==> config.mk <==
export PLATFORM = sky130hd
export DESIGN_NAME = osd_text_pixel_generator_top
export DESIGN_NICKNAME = d
export VERILOG_FILES = /design/src/rtl/osdtp_pkg.sv /design/src/rtl/osdtp_geom.sv /design/src/rtl/osdtp_locate.sv /design/src/rtl/osdtp_slot_div.sv /design/src/rtl/osdtp_glyph.sv /design/src/rtl/osd_text_pixel_generator_top.sv
export SDC_FILE = /design/constraint.sdc
export NUM_CORES = 1
export LEC_CHECK = 0
export ABC_AREA = 0
export BUFFER_PORTS_ARGS = -buffer_cell sky130_fd_sc_hd__buf_2
export CAP_MARGIN = 30
export CORE_UTILIZATION = 25
export CTS_CLUSTER_SIZE = 12
export DETAILED_ROUTE_END_ITERATION = 8
export GPL_ROUTABILITY_DRIVEN = 0
export GPL_TIMING_DRIVEN = 1
export HOLD_SLACK_MARGIN = 0.06
export PLACE_DENSITY_LB_ADDON = 0.12
export SETUP_SLACK_MARGIN = 0.5
export SLEW_MARGIN = 40
export SYNTH_ARGS = -nofsm -noshare
export SYNTH_HDL_FRONTEND = slang
export SYNTH_SLANG_ARGS = --single-unit
==> constraint.sdc <==
create_clock -name clk_i -period 15.1 [get_ports clk_i]
set_clock_uncertainty 0.1 [all_clocks]
set_input_delay 0.755 -clock clk_i [delete_from_list [all_inputs] [get_ports clk_i]]
set_output_delay 0.755 -clock clk_i [all_outputs]
set_load 0.02 [all_outputs]
==> src/rtl/osdtp_pkg.sv <==
// Shared types, constants and the 5x7 font for the OSD text pixel generator.
// No dependencies; every other file in rtl/ imports this package.
`default_nettype none
package osdtp_pkg;

  // Limits and font geometry
  localparam int unsigned MAX_CHARS  = 16;
  localparam int unsigned MAX_DIM    = 4096;
  localparam int unsigned GLYPH_COLS = 5;
  localparam int unsigned GLYPH_ROWS = 7;
  localparam int unsigned GLYPH_GAP  = 4;
  localparam int unsigned CODE_COLON = 10;

  // Configuration port
  localparam int unsigned CFG_IDX_W  = 3;
  localparam int unsigned CFG_DATA_W = 64;

  typedef enum logic [CFG_IDX_W-1:0] {
    REG_FRAME_WIDTH  = 3'd0,
    REG_FRAME_HEIGHT = 3'd1,
    REG_GLYPH_SCALE  = 3'd2,
    REG_TEXT_LENGTH  = 3'd3,
    REG_TEXT_CODES   = 3'd4,
    REG_FG_COLOR     = 3'd5
  } cfg_reg_e;

  // Input and result words
  typedef struct packed {
    logic [11:0] pixel_x;
    logic [11:0] pixel_y;
  } pix_in_t;

  typedef struct packed {
    logic        lit;
    logic [31:0] pixel_argb;
  } pix_out_t;

  // Programmed register contents
  typedef struct packed {
    logic [12:0] frame_width;
    logic [12:0] frame_height;
    logic [4:0]  glyph_scale;
    logic [4:0]  text_length;
    logic [63:0] text_codes;
    logic [31:0] fg_color;
  } cfg_t;

  // Text placement derived from the registers
  typedef struct packed {
    logic        en;     // something can be drawn at all
    logic [12:0] w;      // clamped frame width
    logic [12:0] h;      // clamped frame height
    logic [4:0]  len;    // clamped slot count
    logic [4:0]  s;      // dot size
    logic [7:0]  gw;     // glyph width
    logic [7:0]  gh;     // glyph height
    logic [7:0]  cw;     // slot pitch
    logic [11:0] y0;     // top text row
    logic [11:0] x0;     // left text column
  } geom_t;

  // Word leaving the locate stages
  typedef struct packed {
    logic        valid;
    logic        ok;
    logic [11:0] px;
    logic [11:0] dx;
    logic [1:0]  row_hi;
    logic [7:0]  row_rem;
  } loc_t;

  // Word leaving the slot divider
  typedef struct packed {
    logic        valid;
    logic        ok;
    logic [11:0] px;
    logic [3:0]  slot;
    logic [7:0]  rem;
    logic [2:0]  row;
  } slot_t;

  // Font: 11 glyphs of 7 rows, bit 4 is the leftmost column
  localparam logic [0:10][0:6][4:0] FONT_ROWS = '{
    '{5'h0E, 5'h11, 5'h13, 5'h15, 5'h19, 5'h11, 5'h0E},
    '{5'h04, 5'h0C, 5'h04, 5'h04, 5'h04, 5'h04, 5'h0E},
    '{5'h0E, 5'h11, 5'h01, 5'h06, 5'h08, 5'h10, 5'h1F},
    '{5'h1F, 5'h02, 5'h04, 5'h06, 5'h02, 5'h11, 5'h0E},
    '{5'h02, 5'h06, 5'h0A, 5'h12, 5'h1F, 5'h02, 5'h02},
    '{5'h1F, 5'h10, 5'h1E, 5'h01, 5'h01, 5'h11, 5'h0E},
    '{5'h06, 5'h08, 5'h10, 5'h1E, 5'h11, 5'h11, 5'h0E},
    '{5'h1F, 5'h01, 5'h02, 5'h04, 5'h08, 5'h08, 5'h08},
    '{5'h0E, 5'h11, 5'h11, 5'h0E, 5'h11, 5'h11, 5'h0E},
    '{5'h0E, 5'h11, 5'h11, 5'h0F, 5'h01, 5'h02, 5'h0C},
    '{5'h00, 5'h00, 5'h04, 5'h00, 5'h04, 5'h00, 5'h00}
  };

  // Look up one font row; blank codes and rows past the glyph read as empty
  function automatic logic [4:0] font_row(input logic [3:0] code, input logic [2:0] row);
    logic [4:0] bits;
    bits = 5'd0;
    if ((code <= 4'(CODE_COLON)) && (row < 3'(GLYPH_ROWS))) begin
      bits = FONT_ROWS[code][row];
    end
    return bits;
  endfunction

endpackage
`default_nettype wire

==> src/rtl/osdtp_geom.sv <==
// Derives text placement (clamps, glyph sizes, origin) from the registers.
// Two register levels; depends on osdtp_pkg.
`default_nettype none
module osdtp_geom (
  input  wire logic           clk_i,
  input  wire osdtp_pkg::cfg_t cfg_i,
  output osdtp_pkg::geom_t    geom_o
);
  import osdtp_pkg::*;

  // First level
  logic [12:0] w_d, w_q, h_d, h_q;
  logic [4:0]  len_d, len_q, s_q;
  logic [7:0]  gw_d, gw_q, gh_d, gh_q, cw_d, cw_q;
  logic [11:0] prod_d, prod_q, y0_d, y0_q;
  logic        en_d, en_q;
  logic [12:0] prod_full;
  logic        tall;
  // Second level
  logic [12:0] total, total_c;
  logic [11:0] x0_d, x0_q;

  // Clamp the registers and size one glyph
  always_comb begin
    w_d   = (cfg_i.frame_width > 13'(MAX_DIM)) ? 13'(MAX_DIM) : cfg_i.frame_width;
    h_d   = (cfg_i.frame_height > 13'(MAX_DIM)) ? 13'(MAX_DIM) : cfg_i.frame_height;
    len_d = (cfg_i.text_length > 5'(MAX_CHARS)) ? 5'(MAX_CHARS) : cfg_i.text_length;
    gw_d  = 8'({cfg_i.glyph_scale, 2'b00}) + 8'(cfg_i.glyph_scale);
    gh_d  = 8'({cfg_i.glyph_scale, 3'b000}) - 8'(cfg_i.glyph_scale);
    cw_d  = gw_d + 8'(GLYPH_GAP);
    prod_full = 13'(len_d) * 13'(cw_d);
    prod_d = prod_full[11:0];
    tall  = 13'(gh_d) > h_d;
    y0_d  = 12'((h_d - 13'(gh_d)) >> 1);
    en_d  = (w_d != 13'd0) && (h_d != 13'd0) && (len_d != 5'd0) &&
            (cfg_i.glyph_scale != 5'd0) && !tall;
  end

  always_ff @(posedge clk_i) begin
    w_q    <= w_d;
    h_q    <= h_d;
    len_q  <= len_d;
    s_q    <= cfg_i.glyph_scale;
    gw_q   <= gw_d;
    gh_q   <= gh_d;
    cw_q   <= cw_d;
    prod_q <= prod_d;
    y0_q   <= y0_d;
    en_q   <= en_d;
  end

  // Clamp the line width to the frame and center it
  always_comb begin
    total   = 13'(prod_q) - 13'(GLYPH_GAP);
    total_c = (total > w_q) ? w_q : total;
    x0_d    = 12'((w_q - total_c) >> 1);
  end

  always_ff @(posedge clk_i) begin
    x0_q <= x0_d;
  end

  assign geom_o = '{en: en_q, w: w_q, h: h_q, len: len_q, s: s_q, gw: gw_q, gh: gh_q,
                    cw: cw_q, y0: y0_q, x0: x0_q};

endmodule
`default_nettype wire

==> src/rtl/osdtp_locate.sv <==
// Stages 1-3: capture the pixel, window it against the text box, start the row divide.
// Depends on osdtp_pkg.
`default_nettype none
module osdtp_locate (
  input  wire logic           clk_i,
  input  wire logic           rst_ni,
  input  wire logic           in_valid_i,
  input  wire osdtp_pkg::pix_in_t pix_i,
  input  wire osdtp_pkg::geom_t   geom_i,
  output osdtp_pkg::loc_t     loc_o
);
  import osdtp_pkg::*;

  logic        v1_q, v2_q, v3_q;
  logic [11:0] px1_q, py1_q, px2_q, px3_q, dx3_q;
  logic        ok2_d, ok2_q, ok3_q;
  logic [11:0] dy_full;
  logic [7:0]  dy2_q;
  logic [7:0]  s4, s2, r_a, r_b;
  logic        b2, b1;
  logic [1:0]  row_hi_q;
  logic [7:0]  row_rem_q;

  // Advance the valid bits
  always_ff @(posedge clk_i or negedge rst_ni) begin
    if (!rst_ni) begin
      v1_q <= 1'b0;
      v2_q <= 1'b0;
      v3_q <= 1'b0;
    end else begin
      v1_q <= in_valid_i;
      v2_q <= v1_q;
      v3_q <= v2_q;
    end
  end

  // Window the pixel against frame and text rows
  always_comb begin
    dy_full = py1_q - geom_i.y0;
    ok2_d = geom_i.en && (13'(px1_q) < geom_i.w) && (13'(py1_q) < geom_i.h) &&
            (py1_q >= geom_i.y0) && (dy_full < 12'(geom_i.gh));
  end

  // Two steps of the row divide
  always_comb begin
    s4  = 8'({geom_i.s, 2'b00});
    s2  = 8'({geom_i.s, 1'b0});
    b2  = dy2_q >= s4;
    r_a = b2 ? dy2_q - s4 : dy2_q;
    b1  = r_a >= s2;
    r_b = b1 ? r_a - s2 : r_a;
  end

  always_ff @(posedge clk_i) begin
    px1_q     <= pix_i.pixel_x;
    py1_q     <= pix_i.pixel_y;
    px2_q     <= px1_q;
    ok2_q     <= ok2_d;
    dy2_q     <= dy_full[7:0];
    px3_q     <= px2_q;
    ok3_q     <= ok2_q && (px2_q >= geom_i.x0);
    dx3_q     <= px2_q - geom_i.x0;
    row_hi_q  <= {b2, b1};
    row_rem_q <= r_b;
  end

  assign loc_o = '{valid: v3_q, ok: ok3_q, px: px3_q, dx: dx3_q,
                   row_hi: row_hi_q, row_rem: row_rem_q};

endmodule
`default_nettype wire

==> src/rtl/osdtp_slot_div.sv <==
// Stages 4-5: restoring divide of the column offset by the slot pitch, two bits a stage.
// Also finishes the row divide. Depends on osdtp_pkg.
`default_nettype none
module osdtp_slot_div (
  input  wire logic          clk_i,
  input  wire logic          rst_ni,
  input  wire osdtp_pkg::loc_t  loc_i,
  input  wire osdtp_pkg::geom_t geom_i,
  output osdtp_pkg::slot_t   slot_o
);
  import osdtp_pkg::*;

  logic        v4_q, v5_q;
  logic        ok4_q, ok5_q;
  logic [11:0] px4_q, px5_q;
  logic [11:0] c16, c8, c4, c2, c1;
  logic [11:0] r4a, r4b, r5a, r5b;
  logic        q3, q2, q1, q0;
  logic [11:0] rem4_q;
  logic [1:0]  qh4_q;
  logic [2:0]  row4_d, row4_q, row5_q;
  logic [3:0]  slot5_q;
  logic [7:0]  rem5_q;

  always_ff @(posedge clk_i or negedge rst_ni) begin
    if (!rst_ni) begin
      v4_q <= 1'b0;
      v5_q <= 1'b0;
    end else begin
      v4_q <= loc_i.valid;
      v5_q <= v4_q;
    end
  end

  // Multiples of the pitch are shifts
  always_comb begin
    c16 = 12'({geom_i.cw, 4'b0000});
    c8  = 12'({geom_i.cw, 3'b000});
    c4  = 12'({geom_i.cw, 2'b00});
    c2  = 12'({geom_i.cw, 1'b0});
    c1  = 12'(geom_i.cw);
  end

  // Upper quotient bits and last row step
  always_comb begin
    q3  = loc_i.dx >= c8;
    r4a = q3 ? loc_i.dx - c8 : loc_i.dx;
    q2  = r4a >= c4;
    r4b = q2 ? r4a - c4 : r4a;
    row4_d = {loc_i.row_hi, (loc_i.row_rem >= 8'(geom_i.s))};
  end

  // Lower quotient bits
  always_comb begin
    q1  = rem4_q >= c2;
    r5a = q1 ? rem4_q - c2 : rem4_q;
    q0  = r5a >= c1;
    r5b = q0 ? r5a - c1 : r5a;
  end

  always_ff @(posedge clk_i) begin
    px4_q   <= loc_i.px;
    ok4_q   <= loc_i.ok && (loc_i.dx < c16);
    rem4_q  <= r4b;
    qh4_q   <= {q3, q2};
    row4_q  <= row4_d;
    px5_q   <= px4_q;
    ok5_q   <= ok4_q;
    slot5_q <= {qh4_q, q1, q0};
    rem5_q  <= r5b[7:0];
    row5_q  <= row4_q;
  end

  assign slot_o = '{valid: v5_q, ok: ok5_q, px: px5_q, slot: slot5_q,
                    rem: rem5_q, row: row5_q};

endmodule
`default_nettype wire

==> src/rtl/osdtp_glyph.sv <==
// Stages 6-7: slot checks, code and font lookup, column divide, colored result word.
// Depends on osdtp_pkg.
`default_nettype none
module osdtp_glyph (
  input  wire logic           clk_i,
  input  wire logic           rst_ni,
  input  wire osdtp_pkg::slot_t slot_i,
  input  wire osdtp_pkg::geom_t geom_i,
  input  wire osdtp_pkg::cfg_t  cfg_i,
  output logic                res_valid_o,
  output osdtp_pkg::pix_out_t res_o
);
  import osdtp_pkg::*;

  logic        v6_q, v7_q;
  logic        ok6_d, ok6_q;
  logic [3:0]  code;
  logic [5:0]  code_base;
  logic [12:0] slot_end;
  logic [7:0]  s4, s2, s1;
  logic        c2_d, c2_q, c1, c0;
  logic [7:0]  r6_d, r6_q, r7a;
  logic [4:0]  bits6_q;
  logic [2:0]  col;
  logic        dot;
  logic        lit_q;
  logic [31:0] argb_q;

  always_ff @(posedge clk_i or negedge rst_ni) begin
    if (!rst_ni) begin
      v6_q <= 1'b0;
      v7_q <= 1'b0;
    end else begin
      v6_q <= slot_i.valid;
      v7_q <= v6_q;
    end
  end

  always_comb begin
    s4 = 8'({geom_i.s, 2'b00});
    s2 = 8'({geom_i.s, 1'b0});
    s1 = 8'(geom_i.s);
  end

  // Drop gaps, unused slots and glyphs that overrun the frame; fetch the code
  always_comb begin
    slot_end  = 13'(slot_i.px) - 13'(slot_i.rem) + 13'(geom_i.gw);
    ok6_d     = slot_i.ok && (5'(slot_i.slot) < geom_i.len) && (slot_i.rem < geom_i.gw) &&
                (slot_end <= geom_i.w);
    code_base = {slot_i.slot, 2'b00};
    code      = cfg_i.text_codes[code_base +: 4];
    c2_d      = slot_i.rem >= s4;
    r6_d      = c2_d ? slot_i.rem - s4 : slot_i.rem;
  end

  // Finish the column divide and pick the dot
  always_comb begin
    c1  = r6_q >= s2;
    r7a = c1 ? r6_q - s2 : r6_q;
    c0  = r7a >= s1;
    col = {c2_q, c1, c0};
    dot = (col <= 3'(GLYPH_COLS - 1)) ? bits6_q[3'(GLYPH_COLS - 1) - col] : 1'b0;
  end

  always_ff @(posedge clk_i) begin
    ok6_q   <= ok6_d;
    bits6_q <= font_row(code, slot_i.row);
    c2_q    <= c2_d;
    r6_q    <= r6_d;
    lit_q   <= ok6_q && dot;
    argb_q  <= (ok6_q && dot) ? cfg_i.fg_color : 32'd0;
  end

  assign res_valid_o = v7_q;
  assign res_o       = '{lit: lit_q, pixel_argb: argb_q};

endmodule
`default_nettype wire

==> src/rtl/osd_text_pixel_generator_top.sv <==
// OSD text pixel generator: one pixel per clock, seven-stage pipeline with no
// back-pressure. A pixel taken when start is high gives its result on res_o,
// marked by res_valid_o, once it has passed every stage; busy never rises, so a
// new pixel may be started in every cycle. The receiver cannot stall the
// result and must take it in the cycle it is shown. Register writes take
// effect for pixels started in the next cycle onward; the registered placement
// logic settles while the first pipeline stages run.
// Depends on osdtp_pkg and the osdtp_* stage modules.
`default_nettype none
module osd_text_pixel_generator_top (
  input  wire logic                              clk_i,
  input  wire logic                              rst_ni,
  input  wire logic                              start,
  output logic                                   busy,
  input  wire osdtp_pkg::pix_in_t                pix_i,
  input  wire logic                              cfg_we_i,
  input  wire logic [osdtp_pkg::CFG_IDX_W-1:0]   cfg_idx_i,
  input  wire logic [osdtp_pkg::CFG_DATA_W-1:0]  cfg_data_i,
  output logic                                   res_valid_o,
  output osdtp_pkg::pix_out_t                    res_o
);
  import osdtp_pkg::*;

  cfg_t  cfg_q;
  geom_t geom;
  loc_t  loc;
  slot_t slot;

  // Register file
  always_ff @(posedge clk_i or negedge rst_ni) begin
    if (!rst_ni) begin
      cfg_q.frame_width  <= 13'd640;
      cfg_q.frame_height <= 13'd480;
      cfg_q.glyph_scale  <= 5'd1;
      cfg_q.text_length  <= 5'd0;
      cfg_q.text_codes   <= 64'd0;
      cfg_q.fg_color     <= 32'hFFFF_FF00;
    end else if (cfg_we_i) begin
      unique case (cfg_idx_i)
        REG_FRAME_WIDTH:  cfg_q.frame_width  <= cfg_data_i[12:0];
        REG_FRAME_HEIGHT: cfg_q.frame_height <= cfg_data_i[12:0];
        REG_GLYPH_SCALE:  cfg_q.glyph_scale  <= cfg_data_i[4:0];
        REG_TEXT_LENGTH:  cfg_q.text_length  <= cfg_data_i[4:0];
        REG_TEXT_CODES:   cfg_q.text_codes   <= cfg_data_i;
        REG_FG_COLOR:     cfg_q.fg_color     <= cfg_data_i[31:0];
        default: ;
      endcase
    end
  end

  // Pipeline never holds off a word
  assign busy = 1'b0;

  osdtp_geom u_geom (
    .clk_i  (clk_i),
    .cfg_i  (cfg_q),
    .geom_o (geom)
  );

  osdtp_locate u_locate (
    .clk_i      (clk_i),
    .rst_ni     (rst_ni),
    .in_valid_i (start && !busy),
    .pix_i      (pix_i),
    .geom_i     (geom),
    .loc_o      (loc)
  );

  osdtp_slot_div u_slot_div (
    .clk_i  (clk_i),
    .rst_ni (rst_ni),
    .loc_i  (loc),
    .geom_i (geom),
    .slot_o (slot)
  );

  osdtp_glyph u_glyph (
    .clk_i       (clk_i),
    .rst_ni      (rst_ni),
    .slot_i      (slot),
    .geom_i      (geom),
    .cfg_i       (cfg_q),
    .res_valid_o (res_valid_o),
    .res_o       (res_o)
  );

endmodule
`default_nettype wire

==> flow_results.org <==
** Outcome
- The flow ran to the end, and the final reports show no timing, DRC or antenna violations.

** Final layout
- Fraction of final layout cells sized beyond drive strength 1 :: 19.4%
- Counting the fill cells in the layout gives 8,955.
- After the last flow step, the layout net total stands at 2,569.
- After the flow finishes, the layout carries non-filler instances totaling 3,404.
- The repair_antennas step left the layout with diodes totalling 0.
- The finished cells cover 25,600 um2.
- Compared with the post-synthesis result, the final layout area differs by 16.6%.

** Timing
- Setup TNS Final :: 0 ns
- The number of slew-limit violations in the final report was 0.
- RSZ-0062 raised after global routing :: false
- Max frequency :: 0.170 GHz
- Share of the cycle needed by the critical path after routing :: 38.8%
- Number of failing hold endpoints at the final stage :: 0
- Min Clock Period, post-route :: 5.87 ns
- For the pin with the worst max-slew slack, the measured transition is 0.746 ns.
- Headroom to the max-slew limit :: 50.2%
- Setup violation total in the final timing report :: 0

** Placement
- Instance area after placement :: 24,000 um2
- During placement, the flow inserted port buffers numbering 128.
- Detailed placement ended at an HPWL of 44.8 mm.
- In this run, placement finished with an instance count of 3,316.

** Synth
- Unique cell type count in the Yosys netlist :: 79
- After synthesis, flip-flops and latches occupy 41.4% of the total area.
- The most used flip-flop cell after synthesis is sky130_fd_sc_hd__dfxtp_1.
- By instance count, the leading cell after synthesis is sky130_fd_sc_hd__dfxtp_1.
- In this run the cell area of the synthesized design comes to 22,000 um2.
- Synth area leader :: sky130_fd_sc_hd__dfxtp_1
- Asr flop ratio synth :: 33.3%
- Number of flip-flops and latches in the synthesized netlist :: 417
- Most common library cells after synthesis :: sky130_fd_sc_hd__dfxtp_1 (278), sky130_fd_sc_hd__ha_1 (225), sky130_fd_sc_hd__inv_1 (214), sky130_fd_sc_hd__mux2_2 (160), sky130_fd_sc_hd__dfrtp_1 (108)
- For this run, the number of Yosys warnings is 0.
- Number of enable-type register cells in the synthesized netlist :: 0
- Instance count of the mapped netlist :: 2,070
- Syn nets :: 2,428
- Syn avg cell area :: 10.6 um2
- Yosys top cell area share :: 25.3%
- Cell types with the largest area share after synthesis :: sky130_fd_sc_hd__dfxtp_1 (25%), sky130_fd_sc_hd__ha_1 (13%), sky130_fd_sc_hd__dfrtp_1 (12%)

** Clock tree
- The H-tree was split into 2 levels.
- Hold repair after CTS inserted 0 buffers.
- Once the clock tree was built, the resizer swapped 0 gates to a different size.
- Post-CTS setup buffer count :: 0
- Clock Path Buffers :: 3
- Clock-pin slew reported for the worst setup and hold paths after clock tree synthesis :: 0.06 ns
- The clock drives 417 sinks.
- TritonCTS built the clock tree.
- Source-to-sink clock delay at the later pin of the worst-skew pair :: 0.59 ns
- Cts bufs inserted :: 48
- The root buffer cell chosen for the clock tree is sky130_fd_sc_hd__clkbuf_16.

** Pwr
- For this design the total switching power over the nets is 2.82 mW.
- After layout, the design draws a total of 6.73 mW.
- The clock network is responsible for 17.9% of the overall power.
- In this run, the combinational gates consume 57.0% of the power.
- Worst vdd ir :: 120 uV
- The internal portion of the total power is 3.90 mW.
- Dividing total power by cell area gives a power density of 263 nW/um2.
- Switching share of total power :: 42.0%
- In this run the static leakage power is 11.5 nW.
- Part of the power in registers :: 25.2%

** Detailed routing
- In this run the remaining antenna-violating nets after routing total 0.
- Total vias in the final route :: 15,100
- Drc violations :: 0
- In the final routed layout, each cell accounts on average for 17.2 um.
- The pre-antenna-repair detailed-routing pass consisted of 5 iterations.
- Summed over all layers, the routed wires come to 58.4 mm.
- Vias per Instance :: 4.44
- In this run, the number of DRC markers left after iteration 0 of detailed routing was 802.

** Floorplan
- The total area inside the core boundary comes to 86,900 um2.
- Die outline width :: 298 um
- Die H :: 298 um
- The die covers 89,000 um2.
- Std-Cell Rows :: 108
- Top-Level Pins :: 130
- Initial standard-cell utilization of the core :: 25.3%

** Worst setup path
- By instance count, the cell type seen most on the critical path is sky130_fd_sc_hd__a21oi_1.
- R2R depth :: 22
- On the worst path, the slowest cell contributes a delay of 0.67 ns.
- The critical path goes through inv_1 > ha_1 > nand2_1 > or3_1 > nor3_1 > xor2_1 > ha_1 > and3_1 > a221oi_1 > nand2_1 > a311oi_1 > nand2b_1 > a21oi_1 > fa_1 > a21o_1 > a21oi_1 > o21bai_1 > a21oi_1 > o31ai_1 > a21o_1 > a21oi_1 > xnor2_1.
- Worst Path Arrival :: 6.27 ns
- Maximum fanout count along the critical path :: 15
- Crit path required time :: 15.51 ns
- STA classifies the critical path endpoint as a flop.
- The worst setup path is launched from a flop.
- Number of buffer and inverter instances along the worst setup path :: 1
- The cell family contributing the most delay on the critical path is compound AO/OA/AOI/OAI gates.
- R2R Setup Slk :: 9.23 ns
- Crit path depth :: 22
- Worst path slowest cell :: sky130_fd_sc_hd__nand2b_1
- The worst setup path is of the flop to flop kind.

** GRT
- Largest net degree at the start of global routing :: 72
- Met3 layer usage reported by global route :: 1.88%
- In this run the most used layer during global routing was met2.
- Global routing used 13.3% of the available tracks.
- Met1 capacity usage during global routing :: 18.0%
- Number of antenna violations at the first check in global routing :: 1
- The first global-routing pass estimated 92.8 mm of wire.
- Remaining global-route overflow :: 0
- Vias in the first global route :: 16,000
- Global routing used 21.8% of the available met2 tracks.

** Flow run
- Max-cap violations in this run came to 0.

** Min path
- Worst hold path type :: input pin to asynchronous set/reset pin
-- path summary, 6_finish.rpt --
kind                                            from                     endpoint
min reg2reg                u_locate.px3_q[9]$_DFF_P_  u_slot_div.px4_q[9]$_DFF_P_
max reg2reg                 u_geom.prod_q[2]$_DFF_P_      u_geom.x0_q[11]$_DFF_P_
min in group clk_i                          pix_i[5]    u_locate.py1_q[5]$_DFF_P_
max in group asynchronous                     rst_ni       cfg_q[125]$_DFFE_PN0P_
max                         u_geom.prod_q[2]$_DFF_P_      u_geom.x0_q[11]$_DFF_P_
min                                           rst_ni        cfg_q[84]$_DFFE_PN0P_
-- sequential cells by signal, summed over array words and instances (netlist names), 12 cells and up --
signal             cells
u_geom.w_q            13
u_locate.px1_q        12
u_locate.py1_q        12
u_locate.px2_q        12
u_locate.px3_q        12
u_slot_div.px5_q      12
u_glyph.argb_q        32
u_slot_div.rem4_q     12
u_slot_div.px4_q      12
u_geom.x0_q           12
u_locate.dx3_q        12
u_geom.h_q            13
cfg_q                132
u_geom.prod_q         12
u_geom.y0_q           12
-- power by group through the flow --
stage / clock network (mW) / registers, mW / logic (mW)
floorplan: 0 / 1.58 / 3.02
global placement: 0 / 1.72 / 3.81
detailed placement: 0 / 1.72 / 3.83
CTS: 1.25 / 1.70 / 3.86
global route: 1.30 / 1.74 / 4.34
finish: 1.20 / 1.69 / 3.83
-- placed cells by master (no fill, tap or decap), types with 28 or more instances in the layout --
cell type,n
sky130_fd_sc_hd__a21o_1,51
sky130_fd_sc_hd__a21oi_1,101
sky130_fd_sc_hd__and2_1,30
sky130_fd_sc_hd__buf_2,127
sky130_fd_sc_hd__clkbuf_16,49
sky130_fd_sc_hd__dfrtp_1,108
sky130_fd_sc_hd__dfstp_2,31
sky130_fd_sc_hd__dfxtp_1,276
sky130_fd_sc_hd__fa_1,38
sky130_fd_sc_hd__ha_1,225
sky130_fd_sc_hd__inv_1,214
sky130_fd_sc_hd__mux2_2,160
sky130_fd_sc_hd__mux2i_1,28
sky130_fd_sc_hd__nand2_1,93
sky130_fd_sc_hd__nand2b_1,28
sky130_fd_sc_hd__nor2_1,79
sky130_fd_sc_hd__nor2b_1,62
sky130_fd_sc_hd__nor3b_1,38
sky130_fd_sc_hd__o21ai_0,79
sky130_fd_sc_hd__xnor2_1,69
sky130_fd_sc_hd__xor2_1,35
-- final cells by class --
class                   count  area [um2]  share of cell area, %
clock inverters            18         238                  0.929
clock buffers              70        1400                   5.45
flip-flops and latches    417        9080                   35.5
well taps                1155        1450                   5.65
multi-input cells        1387       11900                   46.4
repair buffers            142         759                   2.97
inverters                 215         807                   3.15
-- metrics by stage --
stage	util, %	hold WS, ns	setup slack (ns)
2_1_floorplan	-	0.210	9.79
3_3_place_gp	27.6	0.212	9.38
3_5_place_dp	27.6	0.212	9.24
4_1_cts	29.4	0.0671	9.24
5_1_grt	29.5	0.0908	8.79
6_report	29.5	0.0923	9.23
-- worst register-to-register path: cells and delay by family, from the launching register on --
kind                       cells  cell delay (ns)
buffers and inverters          1             0.12
AOI/OAI and AO/OA             10             2.29
xor gates and xnor gates       2             0.37
DFF                            1             0.33
and+or+nand+nor                6             1.63
adders and majority gates      3             0.95
-- layer usage --
layer | wire [um] | vias to the layer above
li1 | - | 7521
met1 | 28200 | 7295
met2 | 27100 | 213
met3 | 1650 | 81
met4 | 1470 | 2
met5 | 16 | -
-- logic make-up (layout without fill, tap and decap cells) --
family,Yosys count,count (layout),share of synthesized area [%]
buffers and inverters,266,445,4.78
muxes,207,207,11.6
other,1,1,0.0171
DFF,417,417,41.4
AOI/OAI and AO/OA,357,357,10.5
and+or+nand+nor,455,455,11.4
adders and majority gates,263,263,16.3
xor gates and xnor gates,104,104,4.15
No activity file was read; power rests on OpenSTA's default activity.
